===== src/nnsa_pkg.sv =====
// Package for the nearest-neighbor scaler address unit.
// Field widths, register reset values, register index and step sequencer codes.
// No dependencies.
package nnsa_pkg;

  localparam int COORD_W   = 11;               // destination coordinate width
  localparam int DIM_W     = 12;               // dimension register width
  localparam int OFS_W     = 22;               // byte offset width
  localparam int FRAC_W    = 10;               // fraction bits of the column step
  localparam int STEP_W    = DIM_W + FRAC_W;   // column step width
  localparam int CFG_IDX_W = 2;
  localparam int MAX_DIM   = 2048;

  // row divider: quotient bits resolved per pipeline stage
  localparam int DIV_STEPS  = 3;
  localparam int DIV_STAGES = DIM_W / DIV_STEPS;

  localparam int SRC_W_RST = 320;
  localparam int SRC_H_RST = 200;
  localparam int DST_W_RST = 320;
  localparam int DST_H_RST = 200;
  localparam int STEP_RST  = (SRC_W_RST * (2 ** FRAC_W)) / DST_W_RST;

  localparam int STEP_CNT_W = $clog2(STEP_W);

  typedef enum logic [CFG_IDX_W-1:0] {
    REG_SRC_W = 2'd0,
    REG_SRC_H = 2'd1,
    REG_DST_W = 2'd2,
    REG_DST_H = 2'd3
  } cfg_reg_t;

  typedef enum logic [1:0] {
    STEP_IDLE,
    STEP_LOAD,
    STEP_RUN
  } step_state_t;

endpackage


===== src/nnsa_if.sv =====
// Valid/ready channel interfaces of the nearest-neighbor scaler address unit.
// Depends on nnsa_pkg for the field widths.
interface nnsa_in_if;
  import nnsa_pkg::*;

  logic               valid;
  logic               ready;
  logic [COORD_W-1:0] dst_x;
  logic [COORD_W-1:0] dst_y;

  modport source (output valid, output dst_x, output dst_y, input ready);
  modport sink   (input valid, input dst_x, input dst_y, output ready);
endinterface

interface nnsa_out_if;
  import nnsa_pkg::*;

  logic             valid;
  logic             ready;
  logic [OFS_W-1:0] src_byte_ofs;
  logic [OFS_W-1:0] dst_offset;
  logic             in_range;

  modport source (output valid, output src_byte_ofs, output dst_offset, output in_range,
                  input ready);
  modport sink   (input valid, input src_byte_ofs, input dst_offset, input in_range,
                  output ready);
endinterface


===== src/nearest_neighbor_scale_address.sv =====
// Nearest-neighbor scaler address unit.
//
// in_ch carries destination coordinates (dst_x, dst_y); out_ch returns, per coordinate,
// the source pixel byte offset, the destination byte offset and in_range. Both are
// valid/ready channels; a transfer happens on a clock edge with valid and ready high.
// The cfg port writes src_width, src_height, dst_width, dst_height (indexes 0..3);
// values above MAX_DIM saturate. Write only while no item is in flight.
//
// One coordinate is taken every cycle while the column step is not being recomputed
// and the receiver does not stall the pipeline. The row divide runs as a pipelined
// restoring divider, three quotient bits per stage over four stages. The column step
// is held in a register and recomputed by a bit-serial divider after a write to
// src_width or dst_width: after such a write, in_ch.ready stays low until that divide is done.
// Every stage has a valid bit and its own enable, so a stalled receiver holds the
// output register and bubbles still close up; nothing is dropped or repeated.
// Synchronous active-low reset empties the pipeline and loads the register defaults
// (320 x 200 to 320 x 200) together with the matching column step.
// Depends on nnsa_pkg and the interfaces in nnsa_if.sv.
module nearest_neighbor_scale_address (
  input  logic                            clk,
  input  logic                            rst_n,
  nnsa_in_if.sink                         in_ch,
  nnsa_out_if.source                      out_ch,
  input  logic                            cfg_we,
  input  logic [nnsa_pkg::CFG_IDX_W-1:0]  cfg_index,
  input  logic [nnsa_pkg::DIM_W-1:0]      cfg_wdata
);
  import nnsa_pkg::*;

  typedef struct packed {
    logic             ok;
    logic [OFS_W-1:0] dst_off;
    logic [DIM_W-1:0] col;
    logic [DIM_W-1:0] rem;
    logic [DIM_W-1:0] num;
    logic [DIM_W-1:0] quo;
  } stage_t;

  function automatic logic [DIM_W-1:0] clamp_dim(input logic [DIM_W-1:0] v);
    if ({1'b0, v} > (DIM_W+1)'(MAX_DIM)) begin
      return DIM_W'(MAX_DIM);
    end
    return v;
  endfunction

  // resolve DIV_STEPS quotient bits of the row divide
  function automatic stage_t div_bits(input stage_t s, input logic [DIM_W-1:0] d);
    stage_t         r;
    logic [DIM_W:0] t;
    r = s;
    for (int i = 0; i < DIV_STEPS; i++) begin
      t     = {r.rem, r.num[DIM_W-1]};
      r.num = {r.num[DIM_W-2:0], 1'b0};
      if (t >= {1'b0, d}) begin
        t     = t - {1'b0, d};
        r.quo = {r.quo[DIM_W-2:0], 1'b1};
      end else begin
        r.quo = {r.quo[DIM_W-2:0], 1'b0};
      end
      r.rem = t[DIM_W-1:0];
    end
    return r;
  endfunction

  // configuration registers
  logic [DIM_W-1:0] src_w_r, src_h_r, dst_w_r, dst_h_r;
  logic             step_wr;

  always_ff @(posedge clk) begin
    if (!rst_n) begin
      src_w_r <= DIM_W'(SRC_W_RST);
      src_h_r <= DIM_W'(SRC_H_RST);
      dst_w_r <= DIM_W'(DST_W_RST);
      dst_h_r <= DIM_W'(DST_H_RST);
    end else if (cfg_we) begin
      case (cfg_index)
        REG_SRC_W: src_w_r <= clamp_dim(cfg_wdata);
        REG_SRC_H: src_h_r <= clamp_dim(cfg_wdata);
        REG_DST_W: dst_w_r <= clamp_dim(cfg_wdata);
        REG_DST_H: dst_h_r <= clamp_dim(cfg_wdata);
        default: ;
      endcase
    end
  end

  assign step_wr = cfg_we && (cfg_index == REG_SRC_W || cfg_index == REG_DST_W);

  // column step sequencer: step = (src_width << FRAC_W) / dst_width, one bit a cycle
  step_state_t           state_r, state_nxt;
  logic [STEP_CNT_W-1:0] cnt_r;
  logic [DIM_W-1:0]      srem_r;
  logic [STEP_W-1:0]     snum_r;
  logic [STEP_W-1:0]     step_r;
  logic [DIM_W:0]        strial;
  logic                  sfits;

  always_ff @(posedge clk) begin
    if (!rst_n) begin
      state_r <= STEP_IDLE;
    end else begin
      state_r <= state_nxt;
    end
  end

  always_comb begin
    state_nxt = state_r;
    case (state_r)
      STEP_IDLE: state_nxt = STEP_IDLE;
      STEP_LOAD: state_nxt = STEP_RUN;
      STEP_RUN: begin
        if (cnt_r == STEP_CNT_W'(STEP_W - 1)) begin
          state_nxt = STEP_IDLE;
        end
      end
      default: state_nxt = STEP_IDLE;
    endcase
    // a new width restarts the divide
    if (step_wr) begin
      state_nxt = STEP_LOAD;
    end
  end

  assign strial = {srem_r, snum_r[STEP_W-1]};
  assign sfits  = strial >= {1'b0, dst_w_r};

  always_ff @(posedge clk) begin
    if (!rst_n) begin
      step_r <= STEP_W'(STEP_RST);
      cnt_r  <= '0;
    end else begin
      case (state_r)
        STEP_LOAD: begin
          srem_r <= '0;
          snum_r <= {src_w_r, {FRAC_W{1'b0}}};
          cnt_r  <= '0;
        end
        STEP_RUN: begin
          snum_r <= {snum_r[STEP_W-2:0], 1'b0};
          cnt_r  <= cnt_r + 1'b1;
          if (sfits) begin
            srem_r <= DIM_W'(strial - {1'b0, dst_w_r});
          end else begin
            srem_r <= strial[DIM_W-1:0];
          end
          step_r <= {step_r[STEP_W-2:0], sfits};
        end
        default: ;
      endcase
    end
  end

  // address pipeline
  stage_t                   p_r [DIV_STAGES+1];
  logic [DIV_STAGES:0]      v_r;
  logic [DIV_STAGES:0]      en;
  logic                     en_out;
  logic                     in_xfer;
  stage_t                   s0;
  logic [COORD_W+DIM_W-1:0] ny;
  logic [COORD_W+DIM_W-1:0] dy;
  logic [COORD_W+STEP_W-1:0] xs;
  logic [2*DIM_W-1:0]       src_sum;

  logic             out_valid_r;
  logic [OFS_W-1:0] out_src_r;
  logic [OFS_W-1:0] out_dst_r;
  logic             out_rng_r;

  always_comb begin
    en_out         = !out_valid_r || out_ch.ready;
    en[DIV_STAGES] = !v_r[DIV_STAGES] || en_out;
    for (int k = DIV_STAGES - 1; k >= 0; k--) begin
      en[k] = !v_r[k] || en[k+1];
    end
  end

  assign in_ch.ready = en[0] && (state_r == STEP_IDLE);
  assign in_xfer     = in_ch.valid && in_ch.ready;

  always_comb begin
    ny = (COORD_W+DIM_W)'(in_ch.dst_y) * (COORD_W+DIM_W)'(src_h_r);
    dy = (COORD_W+DIM_W)'(in_ch.dst_y) * (COORD_W+DIM_W)'(dst_w_r)
       + (COORD_W+DIM_W)'(in_ch.dst_x);
    xs = (COORD_W+STEP_W)'(in_ch.dst_x) * (COORD_W+STEP_W)'(step_r);
    s0.ok      = ({1'b0, in_ch.dst_x} < dst_w_r) && ({1'b0, in_ch.dst_y} < dst_h_r);
    s0.dst_off = s0.ok ? dy[OFS_W-1:0] : '0;
    s0.col     = xs[FRAC_W+DIM_W-1:FRAC_W];
    // the row quotient stays below src_height, so the upper bits seed the remainder
    s0.rem     = DIM_W'(ny[COORD_W+DIM_W-1:DIM_W]);
    s0.num     = ny[DIM_W-1:0];
    s0.quo     = '0;
  end

  always_ff @(posedge clk) begin
    if (!rst_n) begin
      v_r <= '0;
    end else begin
      if (en[0]) begin
        v_r[0] <= in_xfer;
      end
      for (int k = 1; k <= DIV_STAGES; k++) begin
        if (en[k]) begin
          v_r[k] <= v_r[k-1];
        end
      end
    end
  end

  always_ff @(posedge clk) begin
    if (en[0]) begin
      p_r[0] <= s0;
    end
    for (int k = 1; k <= DIV_STAGES; k++) begin
      if (en[k]) begin
        p_r[k] <= div_bits(p_r[k-1], dst_h_r);
      end
    end
  end

  assign src_sum = (2*DIM_W)'(p_r[DIV_STAGES].quo) * (2*DIM_W)'(src_w_r)
                 + (2*DIM_W)'(p_r[DIV_STAGES].col);

  always_ff @(posedge clk) begin
    if (!rst_n) begin
      out_valid_r <= 1'b0;
    end else if (en_out) begin
      out_valid_r <= v_r[DIV_STAGES];
    end
  end

  always_ff @(posedge clk) begin
    if (en_out) begin
      out_src_r <= p_r[DIV_STAGES].ok ? src_sum[OFS_W-1:0] : '0;
      out_dst_r <= p_r[DIV_STAGES].dst_off;
      out_rng_r <= p_r[DIV_STAGES].ok;
    end
  end

  assign out_ch.valid        = out_valid_r;
  assign out_ch.src_byte_ofs = out_src_r;
  assign out_ch.dst_offset   = out_dst_r;
  assign out_ch.in_range     = out_rng_r;

endmodule


===== src/flat_wrapper.sv =====
// flat-port wrapper written by rule: the top's interface ports become plain ports
module nearest_neighbor_scale_address_flat import nnsa_pkg::*;
  (clk, rst_n, cfg_we, cfg_index, cfg_wdata, in_ch_valid, in_ch_dst_x, in_ch_dst_y, in_ch_ready, out_ch_valid, out_ch_src_byte_ofs, out_ch_dst_offset, out_ch_in_range, out_ch_ready);
  nnsa_in_if in_ch_i ();
  nnsa_out_if out_ch_i ();
  input  logic clk;
  input  logic rst_n;
  input  logic cfg_we;
  input  logic [nnsa_pkg::CFG_IDX_W-1:0] cfg_index;
  input  logic [nnsa_pkg::DIM_W-1:0] cfg_wdata;
  input wire logic [$bits(in_ch_i.valid)-1:0] in_ch_valid;
  input wire logic [$bits(in_ch_i.dst_x)-1:0] in_ch_dst_x;
  input wire logic [$bits(in_ch_i.dst_y)-1:0] in_ch_dst_y;
  output wire logic [$bits(in_ch_i.ready)-1:0] in_ch_ready;
  output wire logic [$bits(out_ch_i.valid)-1:0] out_ch_valid;
  output wire logic [$bits(out_ch_i.src_byte_ofs)-1:0] out_ch_src_byte_ofs;
  output wire logic [$bits(out_ch_i.dst_offset)-1:0] out_ch_dst_offset;
  output wire logic [$bits(out_ch_i.in_range)-1:0] out_ch_in_range;
  input wire logic [$bits(out_ch_i.ready)-1:0] out_ch_ready;
  assign in_ch_i.valid = in_ch_valid;
  assign in_ch_i.dst_x = in_ch_dst_x;
  assign in_ch_i.dst_y = in_ch_dst_y;
  assign in_ch_ready = in_ch_i.ready;
  assign out_ch_valid = out_ch_i.valid;
  assign out_ch_src_byte_ofs = out_ch_i.src_byte_ofs;
  assign out_ch_dst_offset = out_ch_i.dst_offset;
  assign out_ch_in_range = out_ch_i.in_range;
  assign out_ch_i.ready = out_ch_ready;
  nearest_neighbor_scale_address u_core (.clk(clk), .rst_n(rst_n), .in_ch(in_ch_i), .out_ch(out_ch_i), .cfg_we(cfg_we), .cfg_index(cfg_index), .cfg_wdata(cfg_wdata));
endmodule

===== config.mk =====
export PLATFORM = sky130hd
export DESIGN_NAME = nearest_neighbor_scale_address_flat
export DESIGN_NICKNAME = d
export VERILOG_FILES = /design/src/nnsa_pkg.sv /design/src/nnsa_if.sv /design/src/nearest_neighbor_scale_address.sv /design/src/flat_wrapper.sv
export SDC_FILE = /design/constraint.sdc
export NUM_CORES = 2
export LEC_CHECK = 0
export ABC_AREA = 1
export BUFFER_PORTS_ARGS = -buffer_cell sky130_fd_sc_hd__buf_4
export CORE_MARGIN = 2
export CORE_UTILIZATION = 36
export DETAILED_ROUTE_END_ITERATION = 8
export MAX_ROUTING_LAYER = met4
export PLACE_DENSITY = 0.58
export SLEW_MARGIN = 20
export SYNTH_ARGS = -nofsm -noshare
export SYNTH_HDL_FRONTEND = slang
export SYNTH_SLANG_ARGS = --single-unit

===== constraint.sdc =====
create_clock -name clk -period 8.2 [get_ports clk]
set_input_delay 0.41 -clock clk [delete_from_list [all_inputs] [get_ports clk]]
set_output_delay 0.41 -clock clk [all_outputs]
set_load 0.01 [all_outputs]

==> run_results.csv <==
group,metric,value,unit
status,status,"finished, final reports clean",
final_layout,instances_no_fill,6704,
sta,final.min_clock_period,6.41,ns
sta,finClkSkew,0.0556,ns
final_layout,fill_cells,11862,
sta,worst_slack,1.79,ns
synthesis,syn_nets,5987,
worst_setup_path,cp_num_buf_inv,2,
sta,timing.fmax,156,MHz
placement,dpl-instance-area,45000,um^2
routing,vias_per_cell,4.86,
global_route,grt_util_all_layers,0.189,
clock_network,ctsHoldBuffers,0,
sta,relSlewSlack,0.315,
routing,route.detailed.drc,0,
synthesis,synth_top_area_share,0.246,
routing,routed_wl,109,mm
worst_setup_path,cp_max_fo,22,
worst_setup_path,critPathRequiredTime,8.70,ns
routing,wl_per_cell,16.3,um
floorplanning,die_w,349,um
synthesis,ys_warn_count,0,
synthesis,synth_most_common_cell,"nand2_1",
sta,maxSlewViolCount,0,
final_layout,syn_to_final_growth,9.08,%
floorplanning,rows,126,
floorplanning,core,118000,um^2
synthesis,synth_area_per_cell,8.39,um^2
routing,num_vias,32566,
hold_path,hp-class,"input port to register",
sta,worstMarginPinSlew,1.03,ns
clock_network,tritoncts,"done",
global_route,grt_pass1_vias,33547,
final_layout,final_area,46800,um^2
synthesis,synthTopCellsByArea,"edfxtp_1 (25%), fa_1 (20%), nand2_1 (12%), ha_1 (12%), inv_1 (9.0%)",
clock_network,path_clk_slew,0.07,ns
worst_setup_path,cp_data_arrival_time,6.91,ns
clock_network,htreeDepth,2,
clock_network,clkLatencyLatePin,0.64,ns
floorplanning,initial_core_util,0.363,
worst_setup_path,end_kind,"register",
floorplanning,dieArea,122000,um^2
routing,drt_iter0_drc,1810,
synthesis,synth_edf_count,351,
floorplanning,io_pins,88,
job,maxCapViolations,0,
synthesis,synthFlopType,"edfxtp_1",
routing,dr.pass1.iters,5,
worst_setup_path,path_class,"register to register",
synthesis,synth_largest_area_cell,"edfxtp_1",
placement,place_inst,6606,
floorplanning,die_h,349,um
synthesis,synthCells,5111,
sta,tns,0,ns
placement,pre_cts_slack,1.82,ns
sta,hold_violations,0,
final_layout,drive_above_1_share,0.0529,
worst_setup_path,slowest_delay,0.44,ns
global_route,overflow,0,
synthesis,synth_cell_type_count,54,
final_layout,regArea,12200,um^2
synthesis,ys_async_sr_fraction,0,
global_route,grt_first_pass_wirelength,179,mm
synthesis,synth.top_cells.by_count,"nand2_1 (1,395), inv_1 (1,031), fa_1 (438), ha_1 (397), edfxtp_1 (351)",
placement,dpl.hpwl,82.6,mm
global_route,antenna_found_initial,5,
placement,gp_congestion,0.901,
final_layout,multiInputGateArea,26100,um^2
sta,setup_viol,0,
placement,buffer_ports.inserted,87,
worst_setup_path,cp-start-kind,"register",
synthesis,synth-seq-cells,434,
clock_network,postCtsSetupBuffers,0,
final_layout,final_nets,5998,
worst_setup_path,crit_family,"simple AND/OR/NAND/NOR gates",
routing,ant_nets,0,
global_route,grt_max_degree,65,
sta,fin_crit_sh,0.782,
worst_setup_path,slowest_stage,"inv_1",
clock_network,clk_path_buf_depth,3,
clock_network,cts_buffers,50,
clock_network,cts.sinks,434,
synthesis,ys_seq_area_frac,0.284,
clock_network,cts-root-buf,"clkbuf_16",
synthesis,syn_area,42900,um^2
worst_setup_path,crit_top_cell,"nand2_1",
sta,rsz0062_at_grt,"false",
clock_network,cts_resized,0,
-- flip-flops by register name, summed over array words and instances, names as in the netlist --
name	count
u_core.v_r	5
u_core.src_h_r	12
u_core.p_r	282
u_core.step_r	22
u_core.state_r	2
u_core.snum_r	12
u_core.cnt_r	5
u_core.out_ch.dst_offset	22
u_core.srem_r	12
u_core.dst_h_r	12
u_core.out_ch.src_byte_ofs	22
u_core.src_w_r	12
u_core.dst_w_r	12
u_core.out_ch.valid	1
u_core.out_ch.in_range	1
-- placed cells by master (no fill, tap or decap), drive strengths merged, types with 3 or more instances in the layout --
| cell | count |
|---|---|
| nor3 | 34 |
| or2 | 15 |
| inv | 1056 |
| o21a | 32 |
| o21ai | 205 |
| nand3 | 148 |
| nand2 | 1401 |
| diode | 5 |
| bufinv | 6 |
| o2111ai | 4 |
| fa | 438 |
| ha | 397 |
| a31oi | 16 |
| xnor2 | 64 |
| o21bai | 11 |
| a21o | 18 |
| o211ai | 10 |
| a21boi | 4 |
| a211oi | 3 |
| clkbuf | 57 |
| xor2 | 102 |
| and2 | 3 |
| nor4 | 3 |
| nand3b | 12 |
| edfxtp | 351 |
| clkinv | 19 |
| buf | 111 |
| nor2 | 240 |
| nor3b | 4 |
| clkinvlp | 6 |
| dfxtp | 83 |
| a21oi | 256 |
| nand4 | 41 |
| o31ai | 9 |
-- stage by stage --
step           hold WS, ns   util
2_1_floorplan        0.400      -
3_3_place_gp         0.401  0.381
3_5_place_dp         0.405  0.381
4_1_cts             0.0127  0.396
5_1_grt             0.0238  0.396
6_report            0.0595  0.396
-- final timing paths --
check / from / to / slack (ns) / cells after the start
hold / removal: in_ch_valid / u_core.v_r[0] / 0.06 / 3
setup reg to reg: u_core.dst_h_r[10] / u_core.p_r[0][105] / 1.79 / 33
setup / recovery: u_core.dst_h_r[10] / u_core.p_r[0][105] / 1.79 / 33
hold reg to reg: u_core.p_r[0][70] / u_core.p_r[0][141] / 0.40 / 0
-- worst register-to-register path: cells and delay by family (launching register included) --
family          cells  cell delay, ns
simple gates       21            2.80
fa+ha+maj           3            1.05
buf+inv             2            0.52
compound gates      7            1.62
flops               1            0.30
-- cell type report --
class	count	area share
inverter	1051	0.0844
clock inverter	36	0.00912
antenna	5	0.000267
timing repair buffer	111	0.0178
tap	1536	0.0411
multi-input combinational	3474	0.558
sequential	434	0.261
clock buffer	57	0.0284
-- layer usage --
| layer | GRT usage | up-vias | wire length [um] |
|---|---|---|---|
| li1 | - | 15977 | - |
| met1 | 0.240 | 15752 | 48500 |
| met2 | 0.316 | 703 | 52500 |
| met3 | 0.0295 | 134 | 5870 |
| met4 | 0.0442 | 0 | 2190 |
| met5 | - | - | 0 |
-- cells by family (layout without fill, tap and decap cells) --
logic type | after synthesis | in the layout | share of synthesized area
adders and majority gates | 835 | 835 | 0.320
xor gates and xnor gates | 166 | 166 | 0.0339
buffers and inverters | 1203 | 1255 | 0.107
AOI/OAI and AO/OA | 572 | 572 | 0.0735
and+or+nand+nor | 1901 | 1901 | 0.181
other | 0 | 5 | 0
DFF | 434 | 434 | 0.284
Power is left out: the tool's default activity adds up to more than one toggle a clock period on the data nets, which glitch-free logic cannot reach.
